File: src/hw/rtl/ssw_pkg.sv
// Shared types and constants for the segment substring window block.
// Used by the channel interfaces, the register file, the divider cells,
// the bounds pipeline and the top level.
package ssw_pkg;

	// Field widths
	localparam int LEN_W  = 12;
	localparam int SEG_W  = 5;
	localparam int THR_W  = 4;
	localparam int MCNT_W = 5;
	localparam int CNT_W  = 6;
	localparam int DIFF_W = LEN_W + 1;
	localparam int CAND_W = LEN_W + 3;
	localparam int PROD_W = LEN_W + SEG_W;

	// Configuration port
	localparam int ADDR_W = 3;
	localparam int DATA_W = 32;

	// Limits of the scheme
	localparam logic [LEN_W-1:0] MAX_LENGTH   = 12'd4095;
	localparam logic [CNT_W-1:0] MAX_SEGMENTS = 6'd32;

	// Register indexes, one register per 32-bit word
	typedef enum logic {
		REG_EDIT_THRESHOLD = 1'b0,
		REG_MATCH_COUNT    = 1'b1
	} reg_idx_t;

	typedef struct packed {
		logic [THR_W-1:0]  edit_threshold;
		logic [MCNT_W-1:0] match_count;
	} cfg_t;

	// Item as it travels down the divider chain
	typedef struct packed {
		logic [LEN_W-1:0] probe_length;
		logic [LEN_W-1:0] partner_length;
		logic [SEG_W-1:0] segment_number;
		logic [CNT_W-1:0] seg_count;
		logic [LEN_W-1:0] dividend;
		logic [CNT_W-1:0] rem;
		logic [LEN_W-1:0] quot;
	} div_t;

	typedef struct packed {
		logic [LEN_W-1:0] first_position;
		logic [LEN_W-1:0] last_position;
		logic [LEN_W-1:0] substring_length;
		logic [LEN_W-1:0] segment_start;
		logic             window_empty;
		logic             bad_request;
	} result_t;

endpackage

File: src/hw/rtl/ssw_ifs.sv
// Valid/ready channel interfaces for requests and results.
// Depends on ssw_pkg for field widths.
interface ssw_req_if;
	logic                           valid;
	logic                           ready;
	logic [ssw_pkg::LEN_W-1:0]      probe_length;
	logic [ssw_pkg::LEN_W-1:0]      partner_length;
	logic [ssw_pkg::SEG_W-1:0]      segment_number;

	modport source (output valid, output probe_length, output partner_length,
		output segment_number, input ready);
	modport sink (input valid, input probe_length, input partner_length,
		input segment_number, output ready);
endinterface

interface ssw_rsp_if;
	logic                           valid;
	logic                           ready;
	logic [ssw_pkg::LEN_W-1:0]      first_position;
	logic [ssw_pkg::LEN_W-1:0]      last_position;
	logic [ssw_pkg::LEN_W-1:0]      substring_length;
	logic [ssw_pkg::LEN_W-1:0]      segment_start;
	logic                           window_empty;
	logic                           bad_request;

	modport source (output valid, output first_position, output last_position,
		output substring_length, output segment_start, output window_empty,
		output bad_request, input ready);
	modport sink (input valid, input first_position, input last_position,
		input substring_length, input segment_start, input window_empty,
		input bad_request, output ready);
endinterface

File: src/hw/rtl/ssw_regs.sv
// APB-style register file: edit threshold and match count.
// Depends on ssw_pkg.
module ssw_regs (
	input  logic                        clk,
	input  logic                        arst_n,
	input  logic                        psel,
	input  logic                        penable,
	input  logic                        pwrite,
	input  logic [ssw_pkg::ADDR_W-1:0]  paddr,
	input  logic [ssw_pkg::DATA_W-1:0]  pwdata,
	output logic [ssw_pkg::DATA_W-1:0]  prdata,
	output logic                        pready,
	output ssw_pkg::cfg_t               cfg
);

	logic [ssw_pkg::THR_W-1:0]  thr_q;
	logic [ssw_pkg::MCNT_W-1:0] mcnt_q;
	logic                       wr_en;
	ssw_pkg::reg_idx_t          idx;

	assign pready = 1'b1;
	assign wr_en  = psel & penable & pwrite;
	assign idx    = ssw_pkg::reg_idx_t'(paddr[2]);

	// Write on the access phase
	always_ff @(posedge clk or negedge arst_n) begin
		if (!arst_n) begin
			thr_q  <= 4'd1;
			mcnt_q <= 5'd2;
		end else if (wr_en) begin
			unique case (idx)
				ssw_pkg::REG_EDIT_THRESHOLD: thr_q  <= pwdata[ssw_pkg::THR_W-1:0];
				ssw_pkg::REG_MATCH_COUNT:    mcnt_q <= pwdata[ssw_pkg::MCNT_W-1:0];
				default: ;
			endcase
		end
	end

	// Read back
	always_comb begin
		prdata = '0;
		unique case (idx)
			ssw_pkg::REG_EDIT_THRESHOLD: prdata[ssw_pkg::THR_W-1:0]  = thr_q;
			ssw_pkg::REG_MATCH_COUNT:    prdata[ssw_pkg::MCNT_W-1:0] = mcnt_q;
			default: prdata = '0;
		endcase
	end

	assign cfg.edit_threshold = thr_q;
	assign cfg.match_count    = mcnt_q;

endmodule

File: src/hw/rtl/ssw_div_cell.sv
// One cell of the divider chain: resolves one quotient bit of
// partner_length / segment count and hands the item to the next cell.
// Depends on ssw_pkg.
module ssw_div_cell (
	input  logic          clk,
	input  logic          arst_n,
	input  logic          in_valid,
	output logic          in_ready,
	input  ssw_pkg::div_t in_data,
	output logic          out_valid,
	input  logic          out_ready,
	output ssw_pkg::div_t out_data
);

	logic                       valid_q;
	ssw_pkg::div_t              data_q;
	ssw_pkg::div_t              next;
	logic [ssw_pkg::CNT_W:0]    trial;
	logic [ssw_pkg::CNT_W:0]    diff;
	logic                       take;

	// Shift in the next dividend bit and try a subtract
	always_comb begin
		trial = {in_data.rem, in_data.dividend[ssw_pkg::LEN_W-1]};
		diff  = trial - {1'b0, in_data.seg_count};
		take  = (trial >= {1'b0, in_data.seg_count});
		next  = in_data;
		next.rem      = take ? diff[ssw_pkg::CNT_W-1:0] : trial[ssw_pkg::CNT_W-1:0];
		next.quot     = {in_data.quot[ssw_pkg::LEN_W-2:0], take};
		next.dividend = {in_data.dividend[ssw_pkg::LEN_W-2:0], 1'b0};
	end

	// Advance when empty or when the neighbor takes the held item
	assign in_ready = !valid_q || out_ready;

	always_ff @(posedge clk or negedge arst_n) begin
		if (!arst_n) begin
			valid_q <= 1'b0;
		end else if (in_ready) begin
			valid_q <= in_valid;
		end
	end

	always_ff @(posedge clk) begin
		if (in_ready && in_valid) begin
			data_q <= next;
		end
	end

	assign out_valid = valid_q;
	assign out_data  = data_q;

endmodule

File: src/hw/rtl/ssw_bounds.sv
// Four-stage pipeline after the divider chain: segment length, segment
// start, window bound candidates, then clamped window and flags.
// Depends on ssw_pkg.
module ssw_bounds (
	input  logic             clk,
	input  logic             arst_n,
	input  logic             in_valid,
	output logic             in_ready,
	input  ssw_pkg::div_t    in_data,
	output logic             out_valid,
	input  logic             out_ready,
	output ssw_pkg::result_t out_data
);

	localparam int PADC = ssw_pkg::CAND_W - ssw_pkg::LEN_W;

	logic v_s1, v_s2, v_s3, v_s4;
	logic rdy1, rdy2, rdy3, rdy4;

	// Stage 1 registers
	logic                          bad_s1;
	logic [ssw_pkg::LEN_W-1:0]     len_s1;
	logic [ssw_pkg::CNT_W-1:0]     off_s1;
	logic [ssw_pkg::SEG_W-1:0]     seg_s1;
	logic [ssw_pkg::CNT_W-1:0]     ext_s1;
	logic [ssw_pkg::LEN_W-1:0]     probe_s1;
	logic signed [ssw_pkg::DIFF_W-1:0] diff_s1;

	// Stage 2 registers
	logic                          bad_s2;
	logic [ssw_pkg::LEN_W-1:0]     len_s2;
	logic [ssw_pkg::LEN_W-1:0]     start_s2;
	logic [ssw_pkg::SEG_W-1:0]     seg_s2;
	logic [ssw_pkg::CNT_W-1:0]     ext_s2;
	logic [ssw_pkg::LEN_W-1:0]     probe_s2;
	logic signed [ssw_pkg::DIFF_W-1:0] diff_s2;

	// Stage 3 registers
	logic                          bad_s3;
	logic [ssw_pkg::LEN_W-1:0]     len_s3;
	logic [ssw_pkg::LEN_W-1:0]     start_s3;
	logic signed [ssw_pkg::CAND_W-1:0] lo_a_s3, lo_b_s3, hi_a_s3, hi_b_s3, hi_c_s3;

	ssw_pkg::result_t res_s4;

	// Stage 1 logic
	logic [ssw_pkg::CNT_W-1:0] seg_ext, n_minus_d;
	logic                      bad_c, long_c;

	// Stage 2 and 3 logic
	logic [ssw_pkg::PROD_W-1:0]        prod;
	logic [ssw_pkg::PROD_W-1:0]        start_full;
	logic signed [ssw_pkg::CAND_W-1:0] s_x, seg_x, ext_x, diff_x, probe_x, len_x;

	// Stage 4 logic
	logic signed [ssw_pkg::CAND_W-1:0] lo_m, first_c, last_m, last_c;
	ssw_pkg::result_t                  res_c;

	// Per-stage flow control: a stage moves when empty or its successor moves
	assign rdy4     = !v_s4 || out_ready;
	assign rdy3     = !v_s3 || rdy4;
	assign rdy2     = !v_s2 || rdy3;
	assign rdy1     = !v_s1 || rdy2;
	assign in_ready = rdy1;

	always_ff @(posedge clk or negedge arst_n) begin
		if (!arst_n) begin
			v_s1 <= 1'b0;
			v_s2 <= 1'b0;
			v_s3 <= 1'b0;
			v_s4 <= 1'b0;
		end else begin
			if (rdy1) v_s1 <= in_valid;
			if (rdy2) v_s2 <= v_s1;
			if (rdy3) v_s3 <= v_s2;
			if (rdy4) v_s4 <= v_s3;
		end
	end

	// Stage 1: flag bad requests, pick the longer segments, segment length
	always_comb begin
		seg_ext   = {1'b0, in_data.segment_number};
		n_minus_d = in_data.seg_count - in_data.rem;
		bad_c     = (in_data.seg_count == '0) ||
			(in_data.seg_count > ssw_pkg::MAX_SEGMENTS) ||
			(seg_ext >= in_data.seg_count) ||
			(in_data.partner_length <
				{{(ssw_pkg::LEN_W-ssw_pkg::CNT_W){1'b0}}, in_data.seg_count});
		long_c    = (seg_ext >= n_minus_d);
	end

	always_ff @(posedge clk) begin
		if (rdy1 && in_valid) begin
			bad_s1   <= bad_c;
			len_s1   <= in_data.quot + {{(ssw_pkg::LEN_W-1){1'b0}}, long_c};
			off_s1   <= long_c ? n_minus_d : '0;
			seg_s1   <= in_data.segment_number;
			ext_s1   <= in_data.seg_count - seg_ext - 6'd1;
			probe_s1 <= in_data.probe_length;
			diff_s1  <= $signed({1'b0, in_data.probe_length}) -
				$signed({1'b0, in_data.partner_length});
		end
	end

	// Stage 2: segment start = index * length - shift of the longer segments
	assign prod = {{ssw_pkg::LEN_W{1'b0}}, seg_s1} * {{ssw_pkg::SEG_W{1'b0}}, len_s1};
	assign start_full = prod - {{(ssw_pkg::PROD_W-ssw_pkg::CNT_W){1'b0}}, off_s1};

	always_ff @(posedge clk) begin
		if (rdy2 && v_s1) begin
			bad_s2   <= bad_s1;
			len_s2   <= len_s1;
			start_s2 <= start_full[ssw_pkg::LEN_W-1:0];
			seg_s2   <= seg_s1;
			ext_s2   <= ext_s1;
			probe_s2 <= probe_s1;
			diff_s2  <= diff_s1;
		end
	end

	// Stage 3: lower and upper bound candidates, signed
	always_comb begin
		s_x     = $signed({{PADC{1'b0}}, start_s2});
		seg_x   = $signed({{(ssw_pkg::CAND_W-ssw_pkg::SEG_W){1'b0}}, seg_s2});
		ext_x   = $signed({{(ssw_pkg::CAND_W-ssw_pkg::CNT_W){1'b0}}, ext_s2});
		diff_x  = {{(ssw_pkg::CAND_W-ssw_pkg::DIFF_W){diff_s2[ssw_pkg::DIFF_W-1]}}, diff_s2};
		probe_x = $signed({{PADC{1'b0}}, probe_s2});
		len_x   = $signed({{PADC{1'b0}}, len_s2});
	end

	always_ff @(posedge clk) begin
		if (rdy3 && v_s2) begin
			bad_s3   <= bad_s2;
			len_s3   <= len_s2;
			start_s3 <= start_s2;
			lo_a_s3  <= s_x - seg_x;
			lo_b_s3  <= s_x + diff_x - ext_x;
			hi_a_s3  <= probe_x - len_x;
			hi_b_s3  <= s_x + seg_x;
			hi_c_s3  <= s_x + diff_x + ext_x;
		end
	end

	// Stage 4: take max of lower bounds, min of upper bounds, clamp at zero
	always_comb begin
		lo_m    = (lo_a_s3 > lo_b_s3) ? lo_a_s3 : lo_b_s3;
		first_c = lo_m[ssw_pkg::CAND_W-1] ? '0 : lo_m;
		last_m  = (hi_a_s3 < hi_b_s3) ? hi_a_s3 : hi_b_s3;
		last_m  = (hi_c_s3 < last_m) ? hi_c_s3 : last_m;
		last_c  = last_m[ssw_pkg::CAND_W-1] ? '0 : last_m;
		if (bad_s3) begin
			res_c              = '0;
			res_c.window_empty = 1'b1;
			res_c.bad_request  = 1'b1;
		end else begin
			res_c.first_position   = first_c[ssw_pkg::LEN_W-1:0];
			res_c.last_position    = last_c[ssw_pkg::LEN_W-1:0];
			res_c.substring_length = len_s3;
			res_c.segment_start    = start_s3;
			res_c.window_empty     = (last_m < first_c);
			res_c.bad_request      = 1'b0;
		end
	end

	always_ff @(posedge clk) begin
		if (rdy4 && v_s3) begin
			res_s4 <= res_c;
		end
	end

	assign out_valid = v_s4;
	assign out_data  = res_s4;

endmodule

File: src/hw/rtl/segment_substring_window.sv
// Top level of the segment substring window block: register file,
// twelve-cell divider chain and bounds pipeline.
// Depends on ssw_pkg, ssw_ifs, ssw_regs, ssw_div_cell and ssw_bounds.
//
//  channel | kind           | direction | carries
//  --------+----------------+-----------+-------------------------------------------
//  req     | valid/ready    | in        | probe_length, partner_length, segment_number
//  rsp     | valid/ready    | out       | first/last_position, substring_length,
//          |                |           | segment_start, window_empty, bad_request
//  apb     | APB-style      | in        | edit_threshold @0x0, match_count @0x4
//
// One item per cycle while rsp is not stalled; each item takes one quotient bit per cell
// in the divider chain (12 cells), then passes through the bounds pipeline.
// arst_n empties every stage and loads edit_threshold = 1, match_count = 2.
// Every stage holds its item while the one after it is full and stalled, so
// empty stages keep filling and requests are still taken during a result stall.
module segment_substring_window (
	input  logic                        clk,
	input  logic                        arst_n,
	input  logic                        psel,
	input  logic                        penable,
	input  logic                        pwrite,
	input  logic [ssw_pkg::ADDR_W-1:0]  paddr,
	input  logic [ssw_pkg::DATA_W-1:0]  pwdata,
	output logic [ssw_pkg::DATA_W-1:0]  prdata,
	output logic                        pready,
	ssw_req_if.sink                     req,
	ssw_rsp_if.source                   rsp
);

	localparam int CELLS = ssw_pkg::LEN_W;

	ssw_pkg::cfg_t     cfg;
	ssw_pkg::div_t     head;
	ssw_pkg::result_t  res;
	logic [ssw_pkg::LEN_W-1:0] probe_sat, partner_sat;

	logic              chain_valid [CELLS+1];
	logic              chain_ready [CELLS+1];
	ssw_pkg::div_t     chain_data  [CELLS+1];

	ssw_regs u_regs (
		.clk     (clk),
		.arst_n  (arst_n),
		.psel    (psel),
		.penable (penable),
		.pwrite  (pwrite),
		.paddr   (paddr),
		.pwdata  (pwdata),
		.prdata  (prdata),
		.pready  (pready),
		.cfg     (cfg)
	);

	// Saturate lengths and build the chain head with segment count n = t + k
	always_comb begin
		probe_sat   = (req.probe_length > ssw_pkg::MAX_LENGTH) ?
			ssw_pkg::MAX_LENGTH : req.probe_length;
		partner_sat = (req.partner_length > ssw_pkg::MAX_LENGTH) ?
			ssw_pkg::MAX_LENGTH : req.partner_length;
		head.probe_length   = probe_sat;
		head.partner_length = partner_sat;
		head.segment_number = req.segment_number;
		head.seg_count      = {2'b00, cfg.edit_threshold} + {1'b0, cfg.match_count};
		head.dividend       = partner_sat;
		head.rem            = '0;
		head.quot           = '0;
	end

	assign chain_valid[0] = req.valid;
	assign chain_data[0]  = head;
	assign req.ready      = chain_ready[0];

	// Divider chain, one quotient bit per cell
	for (genvar j = 0; j < CELLS; j++) begin : g_cell
		ssw_div_cell u_cell (
			.clk       (clk),
			.arst_n    (arst_n),
			.in_valid  (chain_valid[j]),
			.in_ready  (chain_ready[j]),
			.in_data   (chain_data[j]),
			.out_valid (chain_valid[j+1]),
			.out_ready (chain_ready[j+1]),
			.out_data  (chain_data[j+1])
		);
	end

	ssw_bounds u_bounds (
		.clk       (clk),
		.arst_n    (arst_n),
		.in_valid  (chain_valid[CELLS]),
		.in_ready  (chain_ready[CELLS]),
		.in_data   (chain_data[CELLS]),
		.out_valid (rsp.valid),
		.out_ready (rsp.ready),
		.out_data  (res)
	);

	assign rsp.first_position   = res.first_position;
	assign rsp.last_position    = res.last_position;
	assign rsp.substring_length = res.substring_length;
	assign rsp.segment_start    = res.segment_start;
	assign rsp.window_empty     = res.window_empty;
	assign rsp.bad_request      = res.bad_request;

endmodule

File: src/flat_wrapper.sv
// flat-port wrapper written by rule: the top's interface ports become plain ports
module segment_substring_window_flat 
  (clk, arst_n, psel, penable, pwrite, paddr, pwdata, prdata, pready, req_valid, req_probe_length, req_partner_length, req_segment_number, req_ready, rsp_valid, rsp_first_position, rsp_last_position, rsp_substring_length, rsp_segment_start, rsp_window_empty, rsp_bad_request, rsp_ready);
  ssw_req_if req_i ();
  ssw_rsp_if rsp_i ();
  input  logic clk;
  input  logic arst_n;
  input  logic psel;
  input  logic penable;
  input  logic pwrite;
  input  logic [ssw_pkg::ADDR_W-1:0] paddr;
  input  logic [ssw_pkg::DATA_W-1:0] pwdata;
  output logic [ssw_pkg::DATA_W-1:0] prdata;
  output logic pready;
  input wire logic [$bits(req_i.valid)-1:0] req_valid;
  input wire logic [$bits(req_i.probe_length)-1:0] req_probe_length;
  input wire logic [$bits(req_i.partner_length)-1:0] req_partner_length;
  input wire logic [$bits(req_i.segment_number)-1:0] req_segment_number;
  output wire logic [$bits(req_i.ready)-1:0] req_ready;
  output wire logic [$bits(rsp_i.valid)-1:0] rsp_valid;
  output wire logic [$bits(rsp_i.first_position)-1:0] rsp_first_position;
  output wire logic [$bits(rsp_i.last_position)-1:0] rsp_last_position;
  output wire logic [$bits(rsp_i.substring_length)-1:0] rsp_substring_length;
  output wire logic [$bits(rsp_i.segment_start)-1:0] rsp_segment_start;
  output wire logic [$bits(rsp_i.window_empty)-1:0] rsp_window_empty;
  output wire logic [$bits(rsp_i.bad_request)-1:0] rsp_bad_request;
  input wire logic [$bits(rsp_i.ready)-1:0] rsp_ready;
  assign req_i.valid = req_valid;
  assign req_i.probe_length = req_probe_length;
  assign req_i.partner_length = req_partner_length;
  assign req_i.segment_number = req_segment_number;
  assign req_ready = req_i.ready;
  assign rsp_valid = rsp_i.valid;
  assign rsp_first_position = rsp_i.first_position;
  assign rsp_last_position = rsp_i.last_position;
  assign rsp_substring_length = rsp_i.substring_length;
  assign rsp_segment_start = rsp_i.segment_start;
  assign rsp_window_empty = rsp_i.window_empty;
  assign rsp_bad_request = rsp_i.bad_request;
  assign rsp_i.ready = rsp_ready;
  segment_substring_window u_core (.clk(clk), .arst_n(arst_n), .psel(psel), .penable(penable), .pwrite(pwrite), .paddr(paddr), .pwdata(pwdata), .prdata(prdata), .pready(pready), .req(req_i), .rsp(rsp_i));
endmodule
File: config.mk
export PLATFORM = sky130hd
export DESIGN_NAME = segment_substring_window_flat
export DESIGN_NICKNAME = d
export VERILOG_FILES = /design/src/hw/rtl/ssw_pkg.sv /design/src/hw/rtl/ssw_ifs.sv /design/src/hw/rtl/ssw_regs.sv /design/src/hw/rtl/ssw_div_cell.sv /design/src/hw/rtl/ssw_bounds.sv /design/src/hw/rtl/segment_substring_window.sv /design/src/flat_wrapper.sv
export SDC_FILE = /design/constraint.sdc
export NUM_CORES = 1
export LEC_CHECK = 0
export ABC_CLOCK_PERIOD_IN_PS = 10170
export BUFFER_PORTS_ARGS = -buffer_cell sky130_fd_sc_hd__clkbuf_2
export CAP_MARGIN = 20
export CORE_MARGIN = 5
export CORE_UTILIZATION = 45
export CTS_CLUSTER_DIAMETER = 50
export DETAILED_ROUTE_END_ITERATION = 7
export PLACE_DENSITY_LB_ADDON = 0.25
export SLEW_MARGIN = 10
export SYNTH_ARGS = -nofsm -noshare
export SYNTH_HDL_FRONTEND = slang
export SYNTH_SLANG_ARGS = --single-unit
File: constraint.sdc
create_clock -name clk -period 10.17 [get_ports clk]
set_clock_uncertainty 0.15 [all_clocks]
set_input_delay 0.5085 -clock clk [delete_from_list [all_inputs] [get_ports clk]]
set_output_delay 0.5085 -clock clk [all_outputs]
set_load 0.005 [all_outputs]
**Word-level counts from Yosys, hierarchy flattened**

Index checks and enable logic that the tools add are counted.

- Register bits after elaboration: 927
- Bits of input ports: 71
- Logic and storage cells: 256
- Output and inout port bits: 85

- Reduce and logical (&&, ||, !) cells: 55
- Bitwise operators: 3
- Order comparisons: 22
- Multipliers: 1
- Add/sub/neg operators: 25
- Mux-type cells: 20

Operator list:

| kind | count |
|---|---|
| $ge A7 B6 Y1 | 11 |
| $sub A6 B6 Y6 | 12 |
| $mux W6 | 11 |
| $lt A15 B15 Y1 | 3 |
| $mux W15 | 3 |
| $sub A12 B12 Y13 | 2 |
| $gt A12 B12 Y1 const B | 2 |
| $logic_or A1 B1 Y1 | 19 |
| $logic_and A1 B1 Y1 | 16 |
| $logic_not A1 Y1 | 16 |
| $add A14 B7 Y15 | 1 |
| $gt A15 B15 Y1 | 1 |
| $sub A14 B7 Y15 | 1 |
| $add A13 B13 Y14 | 1 |
| $mux W14 | 1 |
| $add A12 B5 Y13 | 1 |
| $sub A12 B5 Y13 | 1 |
| $add A12 B1 Y12 | 1 |
| $ge A5 B6 Y1 | 2 |
| $lt A12 B6 Y1 | 1 |
| $mul A5 B12 Y12 | 1 |
| $mux W12 | 1 |
| $sub A12 B6 Y12 | 1 |
| $pmux W4 S2 | 1 |
| other kinds (12) | 16 |

**Logic depth before layout (Yosys ltp)**

Gate-level depths: netlist of run 1.

- Depth in word-level cells: 18
- Mapped depth: 31
- Mapped depth without buffers: 29

**By module**

Synthesis of run 1 repeated with hierarchy kept, for this count alone.

- Cell total of the unflattened synthesis: 2798
- Area total of the unflattened synthesis: 44721.6 um^2

By module, submodules not included:

| module | seq. area each (um^2) | cells each | area each (um^2) | times used |
|---|---|---|---|---|
| ssw_div_cell (u_core.g_cell[0].u_cell ...) | 1946.9 | 115 | 2358.5 | 11 |
| ssw_bounds | 7847.5 | 1315 | 15508.6 | 1 |
| ssw_div_cell (u_core.g_cell[9].u_cell) | 1946.9 | 116 | 2356.0 | 1 |
| ssw_regs | 227.7 | 56 | 660.6 | 1 |
| segment_substring_window | 0.0 | 46 | 252.7 | 1 |

**Worst setup path before layout of run 1**

No wires, ideal clock.

- Path type: register -> register
- Start: reg u_core.u_bounds.hi_a_s3[1] in the netlist's numbering
- End: reg u_core.u_bounds.res_s4, in the netlist u_core.u_bounds.out_data[1], data pin
- Setup time: 255 ps
- Cell stages (with the launch flop): 27
- Slack: 4373 ps
- Required time: 9765 ps
- Data arrival time: 5392 ps
- Path buffers: 3
- Clock period less this slack: 5797 ps
- Cells stage by stage: edfxtp_1 > ha_1 > a21o_1 > a21o_1 > a21o_1 > a21o_1 > a211oi_1 > o41ai_1 > a211o_1 > ha_1 > buf_1 > mux2_2 > inv_1 > ha_1 > a211oi_1 > o21bai_1 > a211oi_1 > o22ai_1 > a21oi_2 > buf_4 > buf_2 > o21ai_0 > ha_1 > nand4_1 > nor4_1 > o311ai_1 > a31o_1

- Longest elaborated chain between the ends: 5

Ends and longest elaborated chain:

| what | RTL line | RTL |
|---|---|---|
| start, declared | ssw_bounds.sv:42 | `logic signed [ssw_pkg::CAND_W-1:0] lo_a_s3, lo_b_s3, hi_a_s3, hi_b_s3, hi_c_s3;` |
| start signal, assigned | ssw_bounds.sv:138 | `hi_a_s3 <= probe_x - len_x;` |
| $lt A15 B15 Y1 | ssw_bounds.sv:148 | `last_m = (hi_a_s3 < hi_b_s3) ? hi_a_s3 : hi_b_s3;` |
| $mux W15 (*) | ssw_bounds.sv:148 |  |
| $lt A15 B15 Y1 | ssw_bounds.sv:149 | `last_m = (hi_c_s3 < last_m) ? hi_c_s3 : last_m;` |
| $mux W15 (*) | ssw_bounds.sv:149 |  |
| $lt A15 B15 Y1 (*) | ssw_bounds.sv:160 | `res_c.window_empty = (last_m < first_c);` |
| end signal, assigned | ssw_bounds.sv:167 | `res_s4 <= res_c;` |
| end, declared | ssw_bounds.sv:44 | `ssw_pkg::result_t res_s4;` |

Every way passes the cells marked *; elsewhere a longest branch is shown, timed or not.
A chain may end at the register's enable or synchronous reset.

**Final worst setup path of run 1**

- Start: reg u_core.u_bounds.hi_a_s3[1] in the netlist's numbering
- End: reg u_core.u_bounds.res_s4, in the netlist u_core.u_bounds.out_data[1], data pin

- Longest elaborated chain between the ends: 5

Ends and longest elaborated chain:

| what | RTL line | RTL |
|---|---|---|
| $lt A15 B15 Y1 | ssw_bounds.sv:148 |  |
| $mux W15 (*) | ssw_bounds.sv:148 |  |
| $lt A15 B15 Y1 | ssw_bounds.sv:149 |  |
| $mux W15 (*) | ssw_bounds.sv:149 |  |
| named net u_core.u_bounds.last_m (one bit) | ssw_bounds.sv:56 | `logic signed [ssw_pkg::CAND_W-1:0] lo_m, first_c, last_m, last_c;` |
| $lt A15 B15 Y1 (*) | ssw_bounds.sv:160 |  |

Mark *: on every way through the listed nets, which the timed path passes. The rest lies on a longest branch.

==> impl_metrics.ini, run 1 <==
[clocking]
cts-resized-gates = 0
clockBufferDepth = 3
clk_pin_slew_ps = 60
clockRootBuffer = clkbuf_16
htreeDepth = 3
cts_made_buffers = 96
worstSkewPairLatency_ps = 650
cts_tree = built
cts_num_sinks = 853

[finish]
register_area_um2 = 25490
stdcell_area_um2 = 42720
drive_above_1_share_pct = 13.57
finalNetCount = 3037
final_cell_mix = 828 x edfxtp_1, 300 x inv_1, 232 x ha_1, 108 x nand2_1, 102 x nor2_1
final_util_pct = 51.94
num-fill-cells = 6760
layout_commonest_cell = edfxtp_1
diodes = 0
multi_input_area_um2 = 10490
layout-area-overhead-vs-synth_pct = 14.26

[yosys]
synth_cells = 2496
ys_ff_latch = 853
async_flop_share_pct = 2.931
synth_top_cell_by_area = edfxtp_1
synthTopCellsByArea = edfxtp_1 67%, ha_1 7.8%, inv_1 3.0%
netlist_area_um2 = 37380
yosysSeqAreaShare_pct = 68.19
synth_edf_count = 828
yosysTopAreaCellShare_pct = 66.51
avgSynthCellArea_um2 = 14.98
synth_cell_type_count = 80
synthFlopType = edfxtp_1
synth_warnings = 0

[placed_design]
port_buffers = 98
place.gp.congestion = 0.8467
place_area_um2 = 39050
hpwl_mm = 44.78

[global_routing]
grt_pass1_vias = 20240
grt_overflow = 0
antenna_found_initial = 1
track_usage_pct = 13.86
grt_max_degree = 74
grt_pass1_wl_mm = 101.0

[setup_path]
endpoint_kind = register
critPathLaunchType = register
cp.arrival_ps = 7060
path_max_fanout = 19
required_ps = 10420
cpMaxStageDelayCell = ha_1
crit_type = reg2reg
critPathBufInv = 2
max_stage_delay_ps = 680
critPathTopFamily = compound AO/OA/AOI/OAI gates

[timing]
finalCritPeriodShare_pct = 67.01
maxSlewViolCount = 0
fmax_mhz = 146.7
setup_violations = 0
whs_ps = 96.63
worst_pin_slew_ps = 950.7
setup-tns-final_ps = 0
hold_violations = 0
timing.final.crit_period_ps = 6815
slew-limit-headroom_pct = 36.62
rsz0062_at_grt = no

[detailed_routing]
drc = 0
viasPerCell = 4.915
drtPass1Iterations = 4
ant_nets = 0
initialDrtViolationCount = 805
wl_per_cell_um = 15.95
drt_wl_total_mm = 61.14
vias = 18840

[pwr]
leakagePower_nw = 16.88
p_comb_share_pct = 39.8
powerDensity_nw_per_um2 = 357.9
p_seq_share_pct = 37.7
clkPwrFrac_pct = 22.6
ir_worst_vdd_uv = 224.4
p_switching_mw = 5.345
cellInternalPower_mw = 9.943
switching_share_pct = 34.96

[hold_path]
holdCritPathClass = in2reg

[die]
fp.dieW_um = 298.2
die_h_um = 298.2
placementRows = 105
coreArea_um2 = 82240
ios = 156
start_util_pct = 45.46
die_area_um2 = 88940

[run]
drv_cap = 0

[outcome]
status = finished clean
## worst min-delay path, delay by kind of cell
family,cells,cell delay (ps)
AND/OR/NAND/NOR,3,250
buffers and inverters,1,80
## per-layer routing
layer / track usage [%] / vias up / routed length (µm)
li1: - / 9262 / -
met1: 14.97 / 9068 / 23050
met2: 26.29 / 355 / 33290
met3: 2.578 / 158 / 2195
met4: 6.219 / 0 / 2602
met5: 0 / - / 0
## stage by stage
stage                     std cells  total power [mW]  worst slack, ps
after global placement         3618             11.68             3333
final                          3834             15.29             3355
after detailed placement       3618             11.94             3236
after CTS                      3832             15.48             3271
after floorplan                2523             10.30             4373
after global routing           3834             16.47             2951
## path summary, 6_finish.rpt
kind	slack, ps	from	to	cells after the start
max	3360	u_core.u_bounds.hi_a_s3[1]	u_core.u_bounds.out_data[1]	26
min	100	rsp_ready	u_core.u_bounds.v_s3	4
max reg2reg	3360	u_core.u_bounds.hi_a_s3[1]	u_core.u_bounds.out_data[1]	26
min reg2reg	250	u_core.u_bounds.probe_s1[3]	u_core.u_bounds.probe_s2[3]	0
max in group asynchronous	9100	arst_n	u_core.u_bounds.v_s3	2
min in group asynchronous	290	arst_n	u_core.u_regs.mcnt_q[4]	2
## cell families (layout without fill, tap and decap cells)
kind of cell,count (synthesis),after routing,share of synthesized area [%]
and+or+nand+nor,461,461,6.486
muxes,83,83,2.426
DFF,853,853,68.19
other,2,29,0.02009
adders and majority gates,282,282,10.44
xor gates and xnor gates,129,129,3.062
AOI/OAI and AO/OA,298,298,5.144
buffers and inverters,388,629,4.230
## layout make-up
cell class | count | area share (%)
clock buffer | 106 | 5.762
timing repair buffer | 151 | 2.349
tap | 1070 | 3.134
multi-input combinational | 1282 | 24.55
clock inverter | 72 | 1.886
inverter | 300 | 2.636
sequential | 853 | 59.68
## power by group through the flow
stage,logic (mW),clock network [mW],registers (mW)
detailed placement,6.10,0,5.84
global placement,5.88,0,5.81
floorplan,4.70,0,5.60
global route,6.91,3.71,5.85
finish,6.08,3.45,5.76
CTS,6.17,3.54,5.77
## what timing repair did
item                                   in CTS  in global routing
hold buffers                               36                  0
endpoints found under the hold margin      62                  0
setup buffers                               0                  0
setup endpoints to repair                   0                  0
## flip-flops by register name (all words and copies together), names as in the netlist, 13 cells and up
name,flops
u_core.u_bounds.diff_s1,13
u_core.u_bounds.lo_b_s3,15
u_core.u_bounds.hi_a_s3,13
u_core.u_bounds.out_data,50
u_core.u_bounds.hi_c_s3,14
u_core.u_bounds.lo_a_s3,13
u_core.u_bounds.diff_s2,13
u_core.g_cell.u_cell.out_data,570
## cell usage after synthesis, drive strengths merged (5+ instances only)
library cell	count
mux2i	25
o21bai	13
fa	50
or4	11
inv	300
nor2b	66
o31ai	7
nand2	109
nand3	20
clkbuf	55
ha	232
mux2	58
a21o	32
buf	33
nor3	17
nor4	7
o21ai	103
dfrtp	23
and2	28
edfxtp	828
o31a	5
nand2b	23
o211a	11
a21boi	14
nand3b	5
nor2	104
o21a	9
a211oi	11
nand4	25
a21oi	57
and3b	12
xor2	39
a31oi	16
nor3b	12
xnor2	90
or2	7
Note: power is estimated with default switching activity, not from simulation.
==> run 2: changes to the inputs <==
--- a/config.mk
+++ b/config.mk
@@ -5,7 +5,7 @@
 export SDC_FILE = /design/constraint.sdc
 export NUM_CORES = 1
 export LEC_CHECK = 0
-export ABC_CLOCK_PERIOD_IN_PS = 10170
+export ABC_CLOCK_PERIOD_IN_PS = 5800
 export BUFFER_PORTS_ARGS = -buffer_cell sky130_fd_sc_hd__clkbuf_2
 export CAP_MARGIN = 20
 export CORE_MARGIN = 5
==> constraint.sdc (replaced) <==
create_clock -name clk -period 5.8 [get_ports clk]
set_clock_uncertainty 0.15 [all_clocks]
set_input_delay 0.29 -clock clk [delete_from_list [all_inputs] [get_ports clk]]
set_output_delay 0.29 -clock clk [all_outputs]
set_load 0.005 [all_outputs]
==> run 2 against run 1 <==
- sequential share of layout area shrank 0.62 points
- final cell count grew 1.1%
- via count grew 1.6%
- core utilization grew 0.55 points
- hold slack lost 34 ps
- first-iteration DRC count grew 11%
- setup slack lost 3300 ps
- clock power grew 70%
- count of clock-buffer cells in the layout grew 8
- flip-flop and latch count is the same
- non-clock buffer count grew 46
- wire length grew 2.9%
==> impl_metrics.ini, run 2 (synthesis gave the netlist of run 1 again) <==
[setup_path]
critPathLaunchType = register
endpoint_kind = register
reg2reg_setup_slack_ps = 50
path_common_cell = a21o_1
required_ps = 6070
cpMaxStageDelayCell = edfxtp_1
max_stage_delay_ps = 390
r2r_end = u_core.u_bounds.out_data[1]
r2r-start = u_core.u_bounds.hi_b_s3[1]
worstSetupStartpoint = u_core.u_bounds.hi_b_s3[1]
endpoint = u_core.u_bounds.out_data[1]
cp.arrival_ps = 6020
path_max_fanout = 7
crit_type = reg2reg
reg2regPathDepth = 28

[detailed_routing]
drtPass1Iterations = 5
dr_wl_met3_mm = 2.277
initialDrtViolationCount = 896
drt_wl_total_mm = 62.92
vias = 19140
viasPerCell = 4.939
wl_met1_mm = 24.11
highest_layer = met4
wl_per_cell_um = 16.24
drc = 0
met2_length_mm = 34.27
ant_nets = 0

[die]
fp.dieW_um = 298.2
die_h_um = 298.2
start_util_pct = 45.46
die_area_um2 = 88940
coreArea_um2 = 82240
placementRows = 105
ios = 156

[timing]
whs_ps = 63.05
hold_violations = 0
worst_pin_slew_ps = 945.5
setup_violations = 0
finalCritPeriodShare_pct = 99.12
slew-limit-headroom_pct = 36.97
fmax_mhz = 173.9
rsz0062_at_grt = yes
timing.final.crit_period_ps = 5749
maxSlewViolCount = 0

[hold_path]
holdCritPathClass = in2async

[clocking]
clk_pin_slew_ps = 60
worstSkewPairLatency_ps = 670
cts_num_sinks = 853
htreeDepth = 3
cts_tree = built
cts_made_buffers = 95
clockBufferDepth = 3
clockRootBuffer = clkbuf_16

[global_routing]
track_usage_pct = 14.18
grt_overflow = 0
grt_max_degree = 68
grt_pass1_vias = 20300
grt_pass1_wl_mm = 102.6
antenna_found_initial = 0

[finish]
layout-area-overhead-vs-synth_pct = 15.47
fin_cells = 3875
final_cell_mix = 828 x edfxtp_1, 293 x inv_1, 226 x ha_1, 108 x nand2_1, 102 x nor2_1
multi_input_area_um2 = 10680
largest_register_ff_count = 570
drive_above_1_share_pct = 15.26
num-fill-cells = 6753
register_area_um2 = 25490
finalNetCount = 3082
layout_commonest_cell = edfxtp_1
diodes = 0

[placed_design]
port_buffers = 98
placed_cells = 3648
hpwl_mm = 45.91
place.gp.congestion = 0.8445

[outcome]
status = finished clean

[run]
drv_cap = 0

[pwr]
ir_worst_vdd_uv = 402.5
leakagePower_nw = 17.07
powerDensity_nw_per_um2 = 643.7
-- run 2: critical path, delay by kind of cell (launching register included) --
family	cells	cell delay (ps)
fa+ha+maj	4	1030
compound gates	13	2190
buf+inv	7	860
flops	1	390
simple gates	3	530
mux	1	340
-- run 2: what timing repair did --
item,4_1_cts,5_1_grt
hold buffers,44,0
endpoints found under the setup margin,1,1
pin swaps,11,26
cloned,2,0
resized for setup,16,43
setup buffers,1,5
hold endpoints to repair,69,0
-- run 2: power by group --
part           leakage, nW  switching (mW)  internal, mW
logic                 7.19            6.44          5.36
clock network         1.49            2.43          3.42
registers             8.38           0.914          9.21
-- run 2: area by class of cell --
cell class / instances / area share (%)
clock buffer: 114 / 5.672
clock inverter: 59 / 1.571
inverter: 300 / 2.614
multi-input combinational: 1282 / 24.74
sequential: 853 / 59.05
tap: 1070 / 3.101
timing repair buffer: 197 / 3.243
-- run 2: stage by stage --
step / worst slack (ps) / TNS (ps) / total power, mW / cell area [µm²] / util (%)
after global routing: -145.0 / -145.0 / 29.85 / 43170 / 52.49
after CTS: 2.576 / 0 / 27.66 / 42920 / 52.19
final: 50.79 / 0 / 27.78 / 43170 / 52.49
after global placement: -87.10 / -87.10 / 21.04 / 39290 / 47.77
after floorplan: 3.196 / 0 / 18.06 / 37490 / -
after detailed placement: -251.3 / -251.3 / 21.47 / 39290 / 47.77
-- run 2: routing by layer --
layer,vias to the layer above,global-route usage [%]
met4,0,5.392
met2,336,27.08
met1,9272,15.66
met3,165,2.490
li1,9365,-
met5,-,0
-- run 2: worst min-delay path by stage --
stage | from | to | slack [ps] | depth (start not counted)
after global placement | arst_n | u_core.u_regs.mcnt_q[4] | 210 | 1
after floorplan | arst_n | u_core.g_cell[0].u_cell.out_valid | -160 | 0
after global routing | arst_n | u_core.u_regs.thr_q[3] | 110 | 2
after detailed placement | arst_n | u_core.u_regs.mcnt_q[4] | 230 | 1
final | arst_n | u_core.u_regs.thr_q[3] | 60 | 2
after CTS | arst_n | u_core.u_regs.mcnt_q[4] | 50 | 2
